### src/rtl/urlu_pkg.sv
package urlu_pkg;

  // character codes
  localparam logic [7:0] CH_PCT   = 8'h25;  // '%'
  localparam logic [7:0] CH_PLUS  = 8'h2B;  // '+'
  localparam logic [7:0] CH_SP    = 8'h20;  // ' '
  localparam logic [7:0] CH_LO_U  = 8'h75;  // 'u'
  localparam logic [7:0] CH_UP_U  = 8'h55;  // 'U'
  localparam logic [7:0] FW_OFFS  = 8'h20;  // full-width to ascii offset
  localparam logic [7:0] FW_LIMIT = 8'h5F;

  localparam int unsigned BUF_DEPTH = 6;
  localparam int unsigned CNT_W     = 3;
  localparam int unsigned MAP_AW    = 16;
  localparam int unsigned MAP_DW    = 9;

  // shift amounts applied to the working buffer
  localparam logic [CNT_W-1:0] SH_ONE  = 3'd1;
  localparam logic [CNT_W-1:0] SH_HEX  = 3'd3;
  localparam logic [CNT_W-1:0] SH_UNI  = 3'd6;

  localparam logic ACT_STREAM = 1'b0;
  localparam logic ACT_MAPWR  = 1'b1;

  typedef enum logic [1:0] {
    ST_CLEAR,
    ST_IDLE,
    ST_EVAL,
    ST_MAP
  } state_e;

  typedef struct packed {
    logic take_stream;
    logic take_map;
    logic emit;
    logic emit_map;
    logic clear_en;
  } cmd_t;

  typedef struct packed {
    logic stop;
    logic need_map;
    logic done_after;
    logic out_free;
    logic clr_done;
  } sts_t;

  function automatic logic is_hex(input logic [7:0] c);
    return (c >= 8'h30 && c <= 8'h39) || (c >= 8'h61 && c <= 8'h66) ||
           (c >= 8'h41 && c <= 8'h46);
  endfunction

  function automatic logic [3:0] hex_val(input logic [7:0] c);
    logic [7:0] v;
    if (c >= 8'h61) begin
      v = c - 8'h57;
    end else if (c >= 8'h41) begin
      v = c - 8'h37;
    end else begin
      v = c - 8'h30;
    end
    return v[3:0];
  endfunction

  function automatic logic is_f(input logic [7:0] c);
    return (c == 8'h66) || (c == 8'h46);
  endfunction

endpackage

### src/rtl/urlu_ctrl.sv
module urlu_ctrl (
  input  logic          clk_i,
  input  logic          rst_ni,
  input  logic          in_valid_i,
  input  logic          in_action_i,
  output logic          in_ready_o,
  input  urlu_pkg::sts_t sts_i,
  output urlu_pkg::cmd_t cmd_o
);
  import urlu_pkg::*;

  state_e state_q, state_d;

  always_ff @(posedge clk_i or negedge rst_ni) begin
    if (!rst_ni) begin
      state_q <= ST_CLEAR;
    end else begin
      state_q <= state_d;
    end
  end

  // next state
  always_comb begin
    state_d = state_q;
    unique case (state_q)
      ST_CLEAR: begin
        if (sts_i.clr_done) state_d = ST_IDLE;
      end
      ST_IDLE: begin
        if (in_valid_i && in_action_i == ACT_STREAM) state_d = ST_EVAL;
      end
      ST_EVAL: begin
        priority if (sts_i.stop) begin
          state_d = ST_IDLE;
        end else if (sts_i.need_map) begin
          state_d = ST_MAP;
        end else if (sts_i.out_free && sts_i.done_after) begin
          state_d = ST_IDLE;
        end
      end
      ST_MAP: begin
        if (sts_i.out_free) state_d = ST_IDLE;
      end
      default: state_d = ST_CLEAR;
    endcase
  end

  // outputs
  always_comb begin
    in_ready_o = 1'b0;
    cmd_o      = '0;
    unique case (state_q)
      ST_CLEAR: begin
        cmd_o.clear_en = 1'b1;
      end
      ST_IDLE: begin
        in_ready_o         = 1'b1;
        cmd_o.take_stream  = in_valid_i && (in_action_i == ACT_STREAM);
        cmd_o.take_map     = in_valid_i && (in_action_i == ACT_MAPWR);
      end
      ST_EVAL: begin
        cmd_o.emit = !sts_i.stop && !sts_i.need_map && sts_i.out_free;
      end
      ST_MAP: begin
        cmd_o.emit_map = sts_i.out_free;
      end
      default: begin
        cmd_o = '0;
      end
    endcase
  end

  a_emit_needs_room: assert property (@(posedge clk_i) disable iff (!rst_ni)
    (cmd_o.emit || cmd_o.emit_map) |-> sts_i.out_free)
    else $error("emit issued with output register full");

  a_map_after_eval: assert property (@(posedge clk_i) disable iff (!rst_ni)
    (state_q == ST_MAP) |-> ($past(state_q) == ST_EVAL || $past(state_q) == ST_MAP))
    else $error("map state entered without evaluation");

  a_no_take_in_clear: assert property (@(posedge clk_i) disable iff (!rst_ni)
    (state_q == ST_CLEAR) |-> !in_ready_o)
    else $error("request taken during table clear");

endmodule

### config.mk
export PLATFORM = sky130hd
export DESIGN_NAME = urlu_ctrl
export DESIGN_NICKNAME = d
export VERILOG_FILES = /design/src/rtl/urlu_pkg.sv /design/src/rtl/urlu_ctrl.sv
export SDC_FILE = /design/constraint.sdc
export NUM_CORES = 1
export LEC_CHECK = 0
export ABC_AREA = 1
export BUFFER_PORTS_ARGS = -buffer_cell sky130_fd_sc_hd__buf_2
export CORE_AREA = 2 2 39 41
export CTS_BUF_LIST = sky130_fd_sc_hd__clkbuf_8
export CTS_CLUSTER_SIZE = 10
export DETAILED_ROUTE_END_ITERATION = 10
export DIE_AREA = 0 0 41 43
export HOLD_SLACK_MARGIN = 0.06
export PLACE_DENSITY = 0.48
export SLEW_MARGIN = 20
export SYNTH_ARGS = -nofsm -noshare
export SYNTH_HDL_FRONTEND = slang
export SYNTH_SLANG_ARGS = --single-unit
### constraint.sdc
create_clock -name clk_i -period 2 [get_ports clk_i]
set_input_delay 0.1 -clock clk_i [delete_from_list [all_inputs] [get_ports clk_i]]
set_output_delay 0.1 -clock clk_i [all_outputs]
set_load 0.03 [all_outputs]
==> results.toml <==
[status]
status = "complete, no violations"

[detailed_routing]
drt_first_pass_iters = 4
ant_nets = 0
drtIter0Drc = 2
finalWirelength_um = 563
drcViolationCount = 0
via_count = 286
via_per_inst = 3.86
routedWlPerCell_um = 7.61

[layout]
largest_register_ffs = 2
reg.largest.list = "state_q (2)"
syn_to_final_growth_pct = 53.8
drive_above_1_share = 0.379
antennaDiodeCount = 0
top_register = "state_q"
final_cell_area_um2 = 404
nNetsFinal = 74

[floorplan]
die_w_um = 41
initial_core_util = 0.190
design.die.area_um2 = 1760
fp-row-count = 14
ios = 15
fp.dieH_um = 43
coreArea_um2 = 1380

[sta]
tightest_slew_ps = 159
fmax_mhz = 679
rsz0062_at_grt = "no"
hold_viol_final = 0
whs_ps = 209
skew_ps = 0.261
finalSetupViolCount = 0
period_share = 0.736
finalMaxSlewViolations = 0
tns_ps = 0
finalCriticalPeriod_ps = 1470
slew_headroom = 0.893

[run]
cap_violations = 0

[synthesis]
yosysTopAreaCellShare = 0.238
yosys.cell_types.count = 14
synth_area_per_cell_um2 = 6.57
synth_top_cell_by_area = "ha_1"
syn-cell-area_um2 = 263
yosysSeqAreaShare = 0.190
ys_top_cells_by_area = "ha_1, dfrtp_1, inv_1"
syn-num-nets = 54
syn_inst = 40
synth-seq-cells = 2
ys.warnings.count = 0

[global_route]
grt_usage = 0.0793
grt_max_degree = 6
grt_pass1_vias = 273
antenna_found_initial = 0
grt-ovfl-total = 0
grt_pass1_wl_um = 931

[power_and_ir_drop]
swShare = 0.455
p_per_area_nw_per_um2 = 1310
internal_power_uw = 289
p_total_uw = 530
p_seq_frac = 0.151
p_clk_frac = 0.293
irDropWorstVdd_mv = 0.407
p_comb_frac = 0.556
leakagePower_nw = 0.253
p_sw_uw = 241

[critical_path]
arrival_ps = 1370
cp-start-kind = "register"
critPathMaxFanout = 4
cp_data_required_time_ps = 1900
criticalPathCategory = "reg -> out"
worstSetupEndpointType = "output pin"

[clock_network]
cts-resized-gates = 0
cts_tree = "built"
worst_skew_pair.late_latency_ps = 210
clk_pin_slew_ps = 30
cts_max_level = 1
cts_root_buffer = "clkbuf_8"
cts-buffers-inserted = 3
clock_path_buffers = 2
postCtsSetupRepairBufs = 0
cts_hold_buf = 1
cts_num_sinks = 2

[placement]
place_hpwl_um = 461
portBuffers = 14
finalWeightedCongestion = 0.707
place_area_um2 = 353

[worst_hold_path]
hold_class = "in -> async"
==> synth_stat cells (all sizes together) <==
| cell type | instances |
|---|---|
| nand3b | 1 |
| o21ai | 1 |
| dfrtp | 2 |
| nand2 | 9 |
| ha | 5 |
| nor2 | 2 |
| nor3 | 2 |
| and3 | 1 |
| a21oi | 2 |
| inv | 11 |
| nand3 | 4 |
==> metal layers <==
layer	track usage	up-vias	share of wire	routed length, um
li1	-	158	-	-
met3	0.0157	0	0.066	37
met2	0.119	8	0.47	265
met4	0.0800	0	0	0
met1	0.0836	120	0.46	261
met5	0	-	0	0
==> metrics by stage <==
step / utilization / cells / setup WS (ps)
6_report: 0.292 / 74 / 528
3_5_place_dp: 0.255 / 70 / 733
4_1_cts: 0.292 / 74 / 508
5_1_grt: 0.292 / 74 / 378
3_3_place_gp: 0.255 / 70 / 721
2_1_floorplan: - / 40 / 213
==> path summary, 6_finish.rpt <==
| kind | end | slack (ps) | depth (start not counted) | from |
|---|---|---|---|---|
| max reg2reg | state_q[0]$_DFFE_PN0P_ | 770 | 7 | state_q[1]$_DFFE_PN0P_ |
| min | state_q[0]$_DFFE_PN0P_ | 210 | 2 | rst_ni |
| min reg2reg | state_q[1]$_DFFE_PN0P_ | 540 | 2 | state_q[1]$_DFFE_PN0P_ |
| max in group asynchronous | state_q[1]$_DFFE_PN0P_ | 1700 | 2 | rst_ni |
| min in group clk_i | state_q[1]$_DFFE_PN0P_ | 270 | 6 | sts_i[4] |
| max | cmd_o[3] | 530 | 5 | state_q[1]$_DFFE_PN0P_ |
==> cell usage in the layout, fill, tap and decap left out <==
cell	count
dfrtp_1	2
nand2_1	7
nand3b_1	1
inv_2	1
nand3_1	4
buf_2	14
inv_1	10
and3_2	1
nand2_2	2
clkbuf_8	3
nor2_2	1
o21ai_0	1
dlygate4sd3_1	1
a21oi_1	2
ha_1	5
nor2_1	1
nor3_1	2
==> layout make-up <==
type	count	area [um^2]
Sequential cell	2	50.0
Multi-Input combinational cell	27	171
Tap cell	16	20.0
Inverter	11	41.3
Clock buffer	3	41.3
Fill cell	158	980
Timing Repair Buffer	15	80.1
==> cell families after synthesis <==
| kind of cell | Yosys count | share of synthesized area |
|---|---|---|
| AOI/OAI and AO/OA | 3 | 0.0571 |
| and+or+nand+nor | 19 | 0.357 |
| adders and majority gates | 5 | 0.238 |
| buffers and inverters | 11 | 0.157 |
| DFF | 2 | 0.190 |
==> critical path: stages (launching register included) <==
cell	delay, ps
dfrtp_1	400
inv_1	110
ha_1	190
inv_1	80
nor3_1	170
buf_2	220
==> power groups by stage <==
| stage | logic (mW) | clock network [mW] | registers, mW |
|---|---|---|---|
| CTS | 0.300 | 0.164 | 0.0803 |
| finish | 0.295 | 0.155 | 0.0801 |
| global placement | 0.298 | 0 | 0.0820 |
| floorplan | 0.233 | 0 | 0.0760 |
| detailed placement | 0.296 | 0 | 0.0810 |
| global route | 0.338 | 0.167 | 0.0841 |
No activity file was read; power rests on OpenSTA's default activity.
